File: src/design/assert_macros.svh
// Assertion macros used by the request queue of the serial line calculator.
`ifndef ASSERT_MACROS_SVH
`define ASSERT_MACROS_SVH
`ifndef SYNTH
`define SLC_ASSERT(label, prop) \
    label: assert property (@(posedge i_clk) disable iff (!i_rst_n) (prop)) \
        else $error("assertion failed");
`define SLC_ASSERT_IMPL(label, cond, conseq) \
    label: assert property (@(posedge i_clk) disable iff (!i_rst_n) \
        (cond) |-> (conseq)) else $error("assertion failed");
`else
`define SLC_ASSERT(label, prop)
`define SLC_ASSERT_IMPL(label, cond, conseq)
`endif
`endif

File: src/design/slc_pkg.sv
// Package with the types, character codes and fixed texts of the serial line calculator.
`timescale 1ns / 1ps
package slc_pkg;
    localparam logic [7:0] CH_LF    = 8'h0A;
    localparam logic [7:0] CH_CR    = 8'h0D;
    localparam logic [7:0] CH_PLUS  = 8'h2B;
    localparam logic [7:0] CH_MINUS = 8'h2D;
    localparam logic [7:0] CH_STAR  = 8'h2A;
    localparam logic [7:0] CH_SLASH = 8'h2F;
    localparam logic [7:0] CH_SPACE = 8'h20;
    localparam logic [7:0] CH_EQUAL = 8'h3D;
    localparam logic [7:0] CH_ZERO  = 8'h30;
    localparam logic [4:0] ERR_LAST = 5'd30;

    typedef struct packed {
        logic [7:0] x;
        logic [7:0] y;
        logic [7:0] op;
    } t_cmd;

    typedef enum logic [1:0] {
        PH_BLANK = 2'd0,
        PH_SIGN  = 2'd1,
        PH_DIGIT = 2'd2,
        PH_DONE  = 2'd3
    } t_phase;

    typedef enum logic [1:0] {
        LS_FIRST  = 2'd0,
        LS_SECOND = 2'd1,
        LS_OPER   = 2'd2
    } t_line_stage;

    typedef enum logic [2:0] {
        S_IDLE, S_DIV, S_SEG, S_CONV, S_NUM, S_ERR
    } t_back_state;

    typedef enum logic [3:0] {
        SEG_X, SEG_SP1, SEG_OP, SEG_SP2, SEG_Y, SEG_SP3, SEG_EQ, SEG_SP4,
        SEG_MINUS, SEG_RES, SEG_SP5, SEG_LF
    } t_seg;

    function automatic logic [7:0] err_char(input logic [4:0] idx);
        logic [7:0] c;
        case (idx)
            5'd0:  c = "N";
            5'd1:  c = "i";
            5'd2:  c = "e";
            5'd3:  c = " ";
            5'd4:  c = "d";
            5'd5:  c = "z";
            5'd6:  c = "i";
            5'd7:  c = "e";
            5'd8:  c = "l";
            5'd9:  c = " ";
            5'd10: c = "c";
            5'd11: c = "h";
            5'd12: c = "o";
            5'd13: c = "l";
            5'd14: c = "e";
            5'd15: c = "r";
            5'd16: c = "o";
            5'd17: c = " ";
            5'd18: c = "p";
            5'd19: c = "r";
            5'd20: c = "z";
            5'd21: c = "e";
            5'd22: c = "z";
            5'd23: c = " ";
            5'd24: c = "z";
            5'd25: c = "e";
            5'd26: c = "r";
            5'd27: c = "o";
            5'd28: c = "!";
            5'd29: c = " ";
            5'd30: c = CH_LF;
            default: c = CH_LF;
        endcase
        return c;
    endfunction
endpackage

File: src/design/slc_front.sv
// Line parser that collects operands and issues calculation requests.
`timescale 1ns / 1ps
module slc_front (
    input  logic             i_clk,
    input  logic             i_rst_n,
    input  logic             i_rx_valid,
    output logic             o_rx_ready,
    input  logic [7:0]       i_rx_byte,
    output logic             o_push,
    output slc_pkg::t_cmd    o_cmd,
    input  logic             i_q_ready
);
    slc_pkg::t_line_stage r_stage, n_stage;
    slc_pkg::t_phase      r_phase, n_phase;
    logic [7:0] r_first, n_first;
    logic [7:0] r_second, n_second;
    logic [7:0] r_acc, n_acc;
    logic       r_minus, n_minus;
    logic [7:0] r_first_char, n_first_char;
    logic [3:0] r_pos, n_pos;

    logic       accept, term, digit, blank, op_ok;
    logic [7:0] c, val, op, dig;

    assign c          = i_rx_byte;
    assign o_rx_ready = i_q_ready;
    assign accept     = i_rx_valid && o_rx_ready;
    assign term       = (c == slc_pkg::CH_LF) || (c == slc_pkg::CH_CR);
    assign digit      = (c >= 8'h30) && (c <= 8'h39);
    assign blank      = (c == 8'h20) || (c == 8'h09) || (c == 8'h0B) || (c == 8'h0C);
    assign dig        = c - slc_pkg::CH_ZERO;
    assign val        = r_minus ? (8'h00 - r_acc) : r_acc;
    assign op         = (r_pos == 4'd0) ? c : r_first_char;
    assign op_ok      = (op == slc_pkg::CH_PLUS) || (op == slc_pkg::CH_MINUS) ||
                        (op == slc_pkg::CH_STAR) || (op == slc_pkg::CH_SLASH);
    assign o_push     = accept && term && (r_stage == slc_pkg::LS_OPER) && op_ok;
    assign o_cmd      = '{x: r_first, y: r_second, op: op};

    always_comb begin
        n_stage      = r_stage;
        n_phase      = r_phase;
        n_first      = r_first;
        n_second     = r_second;
        n_acc        = r_acc;
        n_minus      = r_minus;
        n_first_char = r_first_char;
        n_pos        = r_pos;
        if (accept && term) begin
            case (r_stage)
                slc_pkg::LS_FIRST: begin
                    n_first = val;
                    n_stage = slc_pkg::LS_SECOND;
                end
                slc_pkg::LS_SECOND: begin
                    n_second = val;
                    n_stage  = slc_pkg::LS_OPER;
                end
                default: n_stage = slc_pkg::LS_FIRST;
            endcase
            n_acc        = 8'h00;
            n_phase      = slc_pkg::PH_BLANK;
            n_minus      = 1'b0;
            n_first_char = 8'h00;
            n_pos        = 4'd0;
        end else if (accept) begin
            if (r_pos == 4'd0) begin
                n_first_char = c;
            end
            if (r_pos != 4'd15) begin
                n_pos = r_pos + 4'd1;
            end
            case (r_phase)
                slc_pkg::PH_BLANK: begin
                    if (blank) begin
                        n_phase = slc_pkg::PH_BLANK;
                    end else if (c == slc_pkg::CH_PLUS || c == slc_pkg::CH_MINUS) begin
                        n_minus = (c == slc_pkg::CH_MINUS);
                        n_phase = slc_pkg::PH_SIGN;
                    end else if (digit) begin
                        n_acc   = dig;
                        n_phase = slc_pkg::PH_DIGIT;
                    end else begin
                        n_phase = slc_pkg::PH_DONE;
                    end
                end
                slc_pkg::PH_SIGN, slc_pkg::PH_DIGIT: begin
                    if (digit) begin
                        n_acc   = (r_acc << 3) + (r_acc << 1) + dig;
                        n_phase = slc_pkg::PH_DIGIT;
                    end else begin
                        n_phase = slc_pkg::PH_DONE;
                    end
                end
                default: n_phase = r_phase;
            endcase
        end
    end

    always_ff @(posedge i_clk) begin
        if (!i_rst_n) begin
            r_stage      <= slc_pkg::LS_FIRST;
            r_phase      <= slc_pkg::PH_BLANK;
            r_first      <= 8'h00;
            r_second     <= 8'h00;
            r_acc        <= 8'h00;
            r_minus      <= 1'b0;
            r_first_char <= 8'h00;
            r_pos        <= 4'd0;
        end else begin
            r_stage      <= n_stage;
            r_phase      <= n_phase;
            r_first      <= n_first;
            r_second     <= n_second;
            r_acc        <= n_acc;
            r_minus      <= n_minus;
            r_first_char <= n_first_char;
            r_pos        <= n_pos;
        end
    end
endmodule

File: src/design/slc_queue.sv
// Small request queue between the line parser and the response generator.
`timescale 1ns / 1ps
`include "assert_macros.svh"
module slc_queue #(
    parameter int DEPTH = 2
) (
    input  logic          i_clk,
    input  logic          i_rst_n,
    input  logic          i_push,
    input  slc_pkg::t_cmd i_cmd,
    output logic          o_ready,
    output logic          o_valid,
    output slc_pkg::t_cmd o_cmd,
    input  logic          i_pop
);
    localparam int PW = (DEPTH > 1) ? $clog2(DEPTH) : 1;
    localparam int CW = $clog2(DEPTH + 1);

    slc_pkg::t_cmd r_mem [DEPTH];
    logic [PW-1:0] r_wr, r_rd;
    logic [CW-1:0] r_cnt;

    assign o_ready = (r_cnt != CW'(DEPTH));
    assign o_valid = (r_cnt != '0);
    assign o_cmd   = r_mem[r_rd];

    always_ff @(posedge i_clk) begin
        if (i_push && o_ready) begin
            r_mem[r_wr] <= i_cmd;
        end
    end

    always_ff @(posedge i_clk) begin
        if (!i_rst_n) begin
            r_wr  <= '0;
            r_rd  <= '0;
            r_cnt <= '0;
        end else begin
            if (i_push && o_ready) begin
                r_wr <= (r_wr == PW'(DEPTH - 1)) ? '0 : r_wr + PW'(1);
            end
            if (i_pop && o_valid) begin
                r_rd <= (r_rd == PW'(DEPTH - 1)) ? '0 : r_rd + PW'(1);
            end
            case ({i_push && o_ready, i_pop && o_valid})
                2'b10:   r_cnt <= r_cnt + CW'(1);
                2'b01:   r_cnt <= r_cnt - CW'(1);
                default: r_cnt <= r_cnt;
            endcase
        end
    end

    `SLC_ASSERT(a_cnt_bound, r_cnt <= CW'(DEPTH))
    `SLC_ASSERT_IMPL(a_no_push_full, r_cnt == CW'(DEPTH), !o_ready)
    `SLC_ASSERT_IMPL(a_pop_empty, i_pop && !o_valid, ##1 $stable(r_rd))
endmodule

File: src/design/slc_back.sv
// Response generator: computes the result and sends the response text byte by byte.
`timescale 1ns / 1ps
module slc_back (
    input  logic          i_clk,
    input  logic          i_rst_n,
    input  logic          i_cmd_valid,
    input  slc_pkg::t_cmd i_cmd,
    output logic          o_pop,
    output logic          o_tx_valid,
    input  logic          i_tx_ready,
    output logic [7:0]    o_tx_byte,
    output logic          o_tx_last
);
    slc_pkg::t_back_state r_state, n_state;
    slc_pkg::t_seg        r_seg, n_seg;
    logic [7:0]  r_x, n_x, r_y, n_y, r_op, n_op;
    logic        r_neg, n_neg;
    logic [15:0] r_res, n_res;
    logic [19:0] r_bcd, n_bcd;
    logic [15:0] r_bin, n_bin;
    logic [3:0]  r_cnt, n_cnt;
    logic [2:0]  r_dig, n_dig;
    logic        r_started, n_started;
    logic [8:0]  r_rem, n_rem;
    logic [7:0]  r_quo, n_quo;
    logic [4:0]  r_eidx, n_eidx;
    logic        r_ov, n_ov;
    logic [7:0]  r_ob, n_ob;
    logic        r_ol, n_ol;

    logic        can_emit, is_num_seg, skip_minus, div_zero;
    logic [7:0]  seg_char;
    logic [15:0] seg_val;
    logic [3:0]  cur_digit;
    logic [8:0]  rem_sh;
    logic [19:0] bcd_adj;

    assign can_emit   = !r_ov || i_tx_ready;
    assign o_tx_valid = r_ov;
    assign o_tx_byte  = r_ob;
    assign o_tx_last  = r_ol;
    assign o_pop      = (r_state == slc_pkg::S_IDLE) && i_cmd_valid;
    assign div_zero   = (i_cmd.op == slc_pkg::CH_SLASH) && (i_cmd.y == 8'h00);
    assign is_num_seg = (r_seg == slc_pkg::SEG_X) || (r_seg == slc_pkg::SEG_Y) ||
                        (r_seg == slc_pkg::SEG_RES);
    assign skip_minus = (r_seg == slc_pkg::SEG_MINUS) && !r_neg;
    assign cur_digit  = r_bcd[{r_dig, 2'b00} +: 4];
    assign rem_sh     = {r_rem[7:0], r_quo[7]};

    always_comb begin
        case (r_seg)
            slc_pkg::SEG_OP:    seg_char = r_op;
            slc_pkg::SEG_EQ:    seg_char = slc_pkg::CH_EQUAL;
            slc_pkg::SEG_MINUS: seg_char = slc_pkg::CH_MINUS;
            slc_pkg::SEG_LF:    seg_char = slc_pkg::CH_LF;
            default:            seg_char = slc_pkg::CH_SPACE;
        endcase
        case (r_seg)
            slc_pkg::SEG_X: seg_val = {8'h00, r_x};
            slc_pkg::SEG_Y: seg_val = {8'h00, r_y};
            default:        seg_val = r_res;
        endcase
        for (int k = 0; k < 5; k++) begin
            bcd_adj[k*4 +: 4] = (r_bcd[k*4 +: 4] >= 4'd5) ?
                                r_bcd[k*4 +: 4] + 4'd3 : r_bcd[k*4 +: 4];
        end
    end

    always_comb begin
        n_state = r_state;
        case (r_state)
            slc_pkg::S_IDLE: begin
                if (i_cmd_valid) begin
                    if (div_zero) begin
                        n_state = slc_pkg::S_ERR;
                    end else if (i_cmd.op == slc_pkg::CH_SLASH) begin
                        n_state = slc_pkg::S_DIV;
                    end else begin
                        n_state = slc_pkg::S_SEG;
                    end
                end
            end
            slc_pkg::S_DIV: begin
                if (r_cnt == 4'd7) begin
                    n_state = slc_pkg::S_SEG;
                end
            end
            slc_pkg::S_SEG: begin
                if (is_num_seg) begin
                    n_state = slc_pkg::S_CONV;
                end else if (can_emit && !skip_minus && r_seg == slc_pkg::SEG_LF) begin
                    n_state = slc_pkg::S_IDLE;
                end
            end
            slc_pkg::S_CONV: begin
                if (r_cnt == 4'd15) begin
                    n_state = slc_pkg::S_NUM;
                end
            end
            slc_pkg::S_NUM: begin
                if ((r_started || cur_digit != 4'd0 || r_dig == 3'd0) && can_emit &&
                    r_dig == 3'd0) begin
                    n_state = slc_pkg::S_SEG;
                end
            end
            slc_pkg::S_ERR: begin
                if (can_emit && r_eidx == slc_pkg::ERR_LAST) begin
                    n_state = slc_pkg::S_IDLE;
                end
            end
            default: n_state = slc_pkg::S_IDLE;
        endcase
    end

    always_comb begin
        n_seg     = r_seg;
        n_x       = r_x;
        n_y       = r_y;
        n_op      = r_op;
        n_neg     = r_neg;
        n_res     = r_res;
        n_bcd     = r_bcd;
        n_bin     = r_bin;
        n_cnt     = r_cnt;
        n_dig     = r_dig;
        n_started = r_started;
        n_rem     = r_rem;
        n_quo     = r_quo;
        n_eidx    = r_eidx;
        n_ov      = r_ov && !i_tx_ready;
        n_ob      = r_ob;
        n_ol      = r_ol;
        case (r_state)
            slc_pkg::S_IDLE: begin
                if (i_cmd_valid) begin
                    n_x    = i_cmd.x;
                    n_y    = i_cmd.y;
                    n_op   = i_cmd.op;
                    n_seg  = slc_pkg::SEG_X;
                    n_eidx = 5'd0;
                    n_cnt  = 4'd0;
                    n_rem  = 9'd0;
                    n_quo  = i_cmd.x;
                    n_neg  = (i_cmd.op == slc_pkg::CH_MINUS) && (i_cmd.x < i_cmd.y);
                    case (i_cmd.op)
                        slc_pkg::CH_PLUS:  n_res = {8'h00, i_cmd.x} + {8'h00, i_cmd.y};
                        slc_pkg::CH_MINUS: n_res = (i_cmd.x < i_cmd.y) ?
                                                   {8'h00, i_cmd.y - i_cmd.x} :
                                                   {8'h00, i_cmd.x - i_cmd.y};
                        slc_pkg::CH_STAR:  n_res = {8'h00, i_cmd.x} * {8'h00, i_cmd.y};
                        default:           n_res = 16'h0000;
                    endcase
                end
            end
            slc_pkg::S_DIV: begin
                if (rem_sh >= {1'b0, r_y}) begin
                    n_rem = rem_sh - {1'b0, r_y};
                    n_quo = {r_quo[6:0], 1'b1};
                end else begin
                    n_rem = rem_sh;
                    n_quo = {r_quo[6:0], 1'b0};
                end
                n_cnt = r_cnt + 4'd1;
                n_res = {8'h00, n_quo};
            end
            slc_pkg::S_SEG: begin
                if (is_num_seg) begin
                    n_bin = seg_val;
                    n_bcd = 20'h00000;
                    n_cnt = 4'd0;
                end else if (skip_minus) begin
                    n_seg = slc_pkg::t_seg'(r_seg + 4'd1);
                end else if (can_emit) begin
                    n_ov = 1'b1;
                    n_ob = seg_char;
                    n_ol = (r_seg == slc_pkg::SEG_LF);
                    if (r_seg != slc_pkg::SEG_LF) begin
                        n_seg = slc_pkg::t_seg'(r_seg + 4'd1);
                    end
                end
            end
            slc_pkg::S_CONV: begin
                n_bcd     = {bcd_adj[18:0], r_bin[15]};
                n_bin     = {r_bin[14:0], 1'b0};
                n_cnt     = r_cnt + 4'd1;
                n_dig     = 3'd4;
                n_started = 1'b0;
            end
            slc_pkg::S_NUM: begin
                if (!r_started && cur_digit == 4'd0 && r_dig != 3'd0) begin
                    n_dig = r_dig - 3'd1;
                end else if (can_emit) begin
                    n_ov      = 1'b1;
                    n_ob      = slc_pkg::CH_ZERO + {4'h0, cur_digit};
                    n_ol      = 1'b0;
                    n_started = 1'b1;
                    if (r_dig == 3'd0) begin
                        n_seg = slc_pkg::t_seg'(r_seg + 4'd1);
                    end else begin
                        n_dig = r_dig - 3'd1;
                    end
                end
            end
            slc_pkg::S_ERR: begin
                if (can_emit) begin
                    n_ov   = 1'b1;
                    n_ob   = slc_pkg::err_char(r_eidx);
                    n_ol   = (r_eidx == slc_pkg::ERR_LAST);
                    n_eidx = r_eidx + 5'd1;
                end
            end
            default: n_ov = 1'b0;
        endcase
    end

    always_ff @(posedge i_clk) begin
        if (!i_rst_n) begin
            r_state <= slc_pkg::S_IDLE;
            r_ov    <= 1'b0;
        end else begin
            r_state <= n_state;
            r_ov    <= n_ov;
        end
    end

    always_ff @(posedge i_clk) begin
        r_seg     <= n_seg;
        r_x       <= n_x;
        r_y       <= n_y;
        r_op      <= n_op;
        r_neg     <= n_neg;
        r_res     <= n_res;
        r_bcd     <= n_bcd;
        r_bin     <= n_bin;
        r_cnt     <= n_cnt;
        r_dig     <= n_dig;
        r_started <= n_started;
        r_rem     <= n_rem;
        r_quo     <= n_quo;
        r_eidx    <= n_eidx;
        r_ob      <= n_ob;
        r_ol      <= n_ol;
    end
endmodule

File: src/design/serial_line_calculator.sv
// Top level of the serial line calculator: parser, request queue and response generator.
//
//   channel   direction  handshake                 payload
//   rx        in         i_rx_valid / o_rx_ready   i_rx_byte
//   tx        out        o_tx_valid / i_tx_ready   o_tx_byte, o_tx_last
//
// A received byte is taken whenever the request queue has room.
// A request is taken while the generator is idle; a quotient is found by restoring division.
// Each printed number is converted from binary to decimal by shift-and-add-3, leading zeros
// are skipped and its digits are sent in order; every other character is sent directly.
// The error text is sent character by character. Reset is synchronous and active low.
// A stalled output holds its byte; the parser keeps taking bytes until the queue fills.
`timescale 1ns / 1ps
module serial_line_calculator #(
    parameter int QUEUE_DEPTH = 2
) (
    input  logic       i_clk,
    input  logic       i_rst_n,
    input  logic       i_rx_valid,
    output logic       o_rx_ready,
    input  logic [7:0] i_rx_byte,
    output logic       o_tx_valid,
    input  logic       i_tx_ready,
    output logic [7:0] o_tx_byte,
    output logic       o_tx_last
);
    logic          push, q_ready, q_valid, pop;
    slc_pkg::t_cmd push_cmd, pop_cmd;

    slc_front u_front (
        .i_clk      (i_clk),
        .i_rst_n    (i_rst_n),
        .i_rx_valid (i_rx_valid),
        .o_rx_ready (o_rx_ready),
        .i_rx_byte  (i_rx_byte),
        .o_push     (push),
        .o_cmd      (push_cmd),
        .i_q_ready  (q_ready)
    );

    slc_queue #(.DEPTH(QUEUE_DEPTH)) u_queue (
        .i_clk   (i_clk),
        .i_rst_n (i_rst_n),
        .i_push  (push),
        .i_cmd   (push_cmd),
        .o_ready (q_ready),
        .o_valid (q_valid),
        .o_cmd   (pop_cmd),
        .i_pop   (pop)
    );

    slc_back u_back (
        .i_clk       (i_clk),
        .i_rst_n     (i_rst_n),
        .i_cmd_valid (q_valid),
        .i_cmd       (pop_cmd),
        .o_pop       (pop),
        .o_tx_valid  (o_tx_valid),
        .i_tx_ready  (i_tx_ready),
        .o_tx_byte   (o_tx_byte),
        .o_tx_last   (o_tx_last)
    );
endmodule

File: config.mk
export PLATFORM = sky130hd
export DESIGN_NAME = serial_line_calculator
export DESIGN_NICKNAME = d
export VERILOG_FILES = /design/src/design/slc_pkg.sv /design/src/design/slc_front.sv /design/src/design/slc_queue.sv /design/src/design/slc_back.sv /design/src/design/serial_line_calculator.sv
export VERILOG_INCLUDE_DIRS = /design/src /design/src/design
export SDC_FILE = /design/constraint.sdc
export NUM_CORES = 1
export LEC_CHECK = 0
export ABC_AREA = 0
export ABC_CLOCK_PERIOD_IN_PS = 9800
export BUFFER_PORTS_ARGS = -buffer_cell sky130_fd_sc_hd__buf_4
export CORE_ASPECT_RATIO = 0.7
export CORE_MARGIN = 2
export CORE_UTILIZATION = 47
export DETAILED_ROUTE_END_ITERATION = 10
export PLACE_DENSITY = 0.6
export REMOVE_ABC_BUFFERS = 1
export SYNTH_ARGS = -nofsm -noshare
export SYNTH_HDL_FRONTEND = slang
export SYNTH_SLANG_ARGS = --single-unit
export TNS_END_PERCENT = 1
File: constraint.sdc
create_clock -name i_clk -period 9.8 [get_ports i_clk]
set_input_delay 0.49 -clock i_clk [delete_from_list [all_inputs] [get_ports i_clk]]
set_output_delay 0.49 -clock i_clk [all_outputs]
set_load 0.01 [all_outputs]
**Yosys cells after proc, flatten, opt, wreduce, memory -nomap -nowiden**

Memories as Yosys holds them, arrays and structs flattened. A register that Yosys moved wholly into a read port is not among the register bits.
Cells that the tools add are included.
Widths: inputs -> output; s select.

- ROM bits: 224
- Memory bits (writable): 48
- Flip-flop bits (word level): 168
- Output and inout port bits: 11
- Memories kept: 2

- Multiply operators: 1
- Muxes and demuxes: 91
- Bitwise logic cells: 2
- Shift-type cells: 1
- Reduce and logical (&&, ||, !) cells: 77
- Add/subtract/negate cells: 23
- Magnitude comparators: 9
- Equality and inequality tests: 61

Memories:

| memory | depth | width | read ports | clocked after memory_dff | write ports | RTL line | text |
|---|---|---|---|---|---|---|---|
| (no name shown) | 32 | 7 | 1 | 1 | 0 | slc_pkg.sv:45 | `case (idx)` |
| u_queue.r_mem | 2 | 24 | 1 | 1 | 1 | slc_queue.sv:19 | `slc_pkg::t_cmd r_mem [DEPTH];` |

Operators by type and width:

| kind | number |
|---|---|
| $mux 8 | 16 |
| $pmux 16 s2 | 3 |
| $eq 8x6->1 const B | 11 |
| $mux 4 | 13 |
| $pmux 16 s3 | 1 |
| $pmux 8 s2 | 3 |
| $eq 8x4->1 const B | 5 |
| $pmux 20 s2 | 1 |
| $mux 3 | 12 |
| $mux 16 | 2 |
| $pmux 8 s4 | 1 |
| $ne 2x1->1 const B | 12 |
| $pmux 4 s3 | 2 |
| $pmux 8 s3 | 1 |
| $sub 8x8->8 | 3 |
| $ge 4x3->1 const B | 5 |
| $mux 1 | 20 |
| $mux 20 | 1 |
| $shiftx 20x6->4 | 1 |
| $logic_and 1x1->1 | 19 |
| $pmux 3 s6 | 1 |
| $add 4x2->4 const B | 4 |
| $add 8x8->8 | 2 |
| $eq 4x4->1 const B | 4 |
| other kinds (54) | 122 |

**Longest topological paths before layout**

- Word-level depth: 10
- Depth in mapped cells: 21
- Depth with buffers taken out: 18

**Hierarchy**

From an unflattened synthesis, not the netlist that was laid out.

- Cell total of the unflattened synthesis: 1,453
- Area total of the unflattened synthesis: 14,639.0 um2

Modules (own cells, without submodules):

| module | instances | cells an instance | area each (um2) |
|---|---|---|---|
| slc_back | 1 | 1,069 | 10,093.4 |
| slc_front | 1 | 285 | 2,583.7 |
| slc_queue | 1 | 99 | 1,961.9 |

**Worst setup path before layout**

Ideal clock, no wire load.

- Kind: reg-to-reg
- From: register with a tool-made name
- To: register u_back.r_res[15], data pin
- Data required time: 9.650 ns
- Arrival time: 5.474 ns
- Path slack: 4.176 ns
- Setup time: 0.150 ns
- Period minus slack after synthesis: 5.624 ns
- Stages on the path, launching flop included: 21
- Cell sequence: dfxtp_1 -> buf_2 -> buf_2 -> mux2i_1 -> inv_1 -> nand2_1 -> fa_1 -> fa_1 -> inv_1 -> fa_1 -> inv_1 -> fa_1 -> inv_1 -> ha_1 -> o21ai_0 -> o21bai_1 -> a21bo_2 -> a31oi_1 -> a21oi_1 -> or3_1 -> a21oi_1

RTL lines:

| what | RTL line | text |
|---|---|---|
| to (signal assigned) | slc_back.sv:232 | `r_res <= n_res;` |
| to (decl) | slc_back.sv:18 | `logic [15:0] r_res, n_res;` |

==> reports/metrics.cfg <==
[status]
status = finished, final reports clean

[cells_and_area]
antennaDiodeCount = 0
drive_gt1_share_pct = 7.821
fillCellCount = 2757
area.growth.synth_to_final_pct = 9.435
finalInstanceArea_sq_um = 15950
nets = 1643
stdcell_count = 1908

[clocking]
clkTransAtPathRegs_ns = 0.06
ctsHoldBuffers = 0
clock_latency_ns = 0.52
cts_sinks = 224
ctsResizeCount = 0
cts_root_buf = clkbuf_16
postCtsSetupRepairBufs = 0
h-tree-depth = 1
clockBufferDepth = 3
cts_tree = yes
cts_buffers = 24

[floorplanning]
die_w_um = 214.5
dieArea_sq_um = 32460
rows = 53
die_height_um = 151.3
ios = 23
core_region_area_sq_um = 30240
start_util_pct = 48.20

[setup_path]
r2r_slack_ns = 3.76
worstSetupStartpointType = flip-flop
max_stage_delay_ns = 0.79
worstPathRequired_ns = 10.16
path_cells = buf_4 > mux2i_1 > inv_1 > ha_1 > fa_1 > fa_1 > fa_1 > inv_1 > fa_1 > inv_1 > ha_1 > o21ai_0 > o21bai_1 > a21bo_2 > a31oi_1 > a21oi_1 > or3_1 > a21oi_1
crit_top_cell = fa_1
worstSetupPathType = reg -> reg
crit_arrival_ns = 6.40
critPathCaptureType = flip-flop
critPathSlowestCell = mux2i_1
crit_end = u_back.r_res[15]
path_max_fanout = 30
reg2reg_depth = 18
r2r-end = u_back.r_res[15]

[logic_synthesis]
synth_top_cell_by_area = edfxtp_1
synthFlopType = edfxtp_1
ys_async_sr_fraction_pct = 0
synth.most_common_cell = nor2_1
yosys-top-cells-count = 170 x nor2_1, 167 x edfxtp_1, 143 x inv_1
synth_cell_type_count = 80
synth-edff-count = 167
ys_ff_latch = 224
avgSynthCellArea_sq_um = 9.921
synth.top_cell.area_share_pct = 34.41
synthCells = 1469
yosysSeqAreaShare_pct = 42.24
syn_area_sq_um = 14570
netlist_top_cells_area = edfxtp_1 34%, ha_1 9.3%, dfxtp_1 7.8%
yosysWarnings = 0

[hold_path]
hold_path.class = in -> reg

[global_route]
grt_pass1_vias = 10070
grt_max_degree = 37
grt_remaining_overflow = 0
antenna_found_initial = 0
grt_pass1_wl_mm = 54.17
track_usage_pct = 20.90

[sta]
setup_viol = 0
hold_viol_final = 0
relSlewSlack_pct = 17.55
final.setup.tns_ns = 0
period_share_pct = 61.59
fmax_mhz = 165.7
worstMarginPinSlew_ns = 1.224
skew_ns = 0.007748
fin_crit_ns = 6.036
hold_ws_ns = 0.2551
rsz0062_at_grt = no
drv_slew = 0

[placement]
place_area_sq_um = 15160
io_buffers = 22
hpwlAfterDp_mm = 24.27
place_inst = 1864
gp_congestion = 0.9093

[pwr]
ir_worst_vdd_uv = 115.8
leakage_nw = 6.591
p_per_area_nw_per_um2 = 127.7
p_total_mw = 2.037

[detailed_routing]
vias = 10520
antenna_left = 0
drc = 0
firstDrtPassIters = 5
wirelength_mm = 32.92
drtIter0Drc = 878
avgRoutedWirePerCell_um = 17.26
vias_per_cell = 5.512

[flow_run]
maxCapViolCount = 0

## layer usage
metal	routed length (um)	global-route usage (%)	vias up
li1	-	-	5165
met1	16540	32.02	5022
met2	13610	30.89	299
met3	2385	4.237	30
met4	389	3.160	0
met5	0	0	-
## flip-flops by register name, summed over array words and instances (netlist names), 4 cells and up, named ones only
name,cells
u_front.r_first_char,8
u_front.r_second,8
u_front.r_first,8
u_back.r_y,8
u_back.r_op,8
u_queue.r_mem,48
u_back.r_seg,4
u_back.r_bin,16
u_back.r_eidx,5
u_back.r_cnt,4
u_front.r_pos,4
u_back.r_bcd,20
u_front.r_acc,8
u_back.r_rem,8
u_back.r_quo,8
u_back.r_x,8
u_back.r_res,16
u_back.o_tx_byte,8
## placed cells by master, fill, tap and decap left out, drive strengths merged, types with 12 or more instances in the layout
cell / n
nor3: 31
buf: 43
a211oi: 24
a21oi: 94
dfxtp: 57
o21ai: 66
nor2b: 17
fa: 45
xor2: 23
a31oi: 18
clkbuf: 32
inv: 144
xnor2: 37
mux2i: 50
and2: 12
nand2: 123
ha: 108
edfxtp: 167
o211a: 14
nand2b: 25
nor2: 170
nand3: 39
## worst min-delay path by stage
stage	start	end	slack, ns	depth (start not counted)
global placement	u_front.r_first[7]	u_queue.r_mem[0][23]	0.44	0
CTS	i_rx_byte[0]	u_front.r_acc[0]	0.25	3
global route	i_rx_byte[0]	u_front.r_acc[0]	0.27	3
floorplan	u_front.r_first[0]	u_queue.r_mem[0][16]	0.42	0
detailed placement	u_front.r_first[7]	u_queue.r_mem[1][23]	0.44	0
finish	i_rx_byte[0]	u_front.r_acc[0]	0.26	3
## report_power, final
| group | leakage [nW] | switching (mW) | internal [mW] |
|---|---|---|---|
| clock | 0.392 | 0.372 | 0.542 |
| sequential | 1.88 | 0.00710 | 1.02 |
| combinational | 4.31 | 0.0585 | 0.0412 |
## critical path: cells and delay by family (launching register included)
family | cells | cell delay (ns)
AND/OR/NAND/NOR | 1 | 0.36
flip-flops | 1 | 0.35
multiplexers | 1 | 0.79
adder cells (fa/ha/maj) | 6 | 2.61
buffers and inverters | 4 | 0.72
AO/OA/AOI/OAI | 6 | 1.02
## logic make-up after synthesis
logic type | Yosys count | share of synthesized area (%)
AOI/OAI and AO/OA | 300 | 13.56
xor gates and xnor gates | 60 | 3.606
adders and majority gates | 153 | 15.45
buffers and inverters | 204 | 5.494
DFF | 224 | 42.24
muxes | 65 | 4.902
and+or+nand+nor | 463 | 14.74
## cell type report
class                   instances  area (sq um)  area share [%]
repair buffers                 43         322.8           2.024
clock inverters                12         108.9          0.6825
multi-input cells            1041          7622           47.79
inverters                     144         540.5           3.389
flip-flops and latches        224          6156           38.60
clock buffers                  32         683.2           4.283
well taps                     412         515.5           3.232
## per-stage QoR
step	worst slack [ns]	utilization, %
after global routing	3.381	52.74
after detailed placement	3.851	50.12
after global placement	3.899	50.12
final	3.764	52.74
after CTS	3.805	52.74
after floorplan	3.881	-
(Power assumes the default switching activity.)
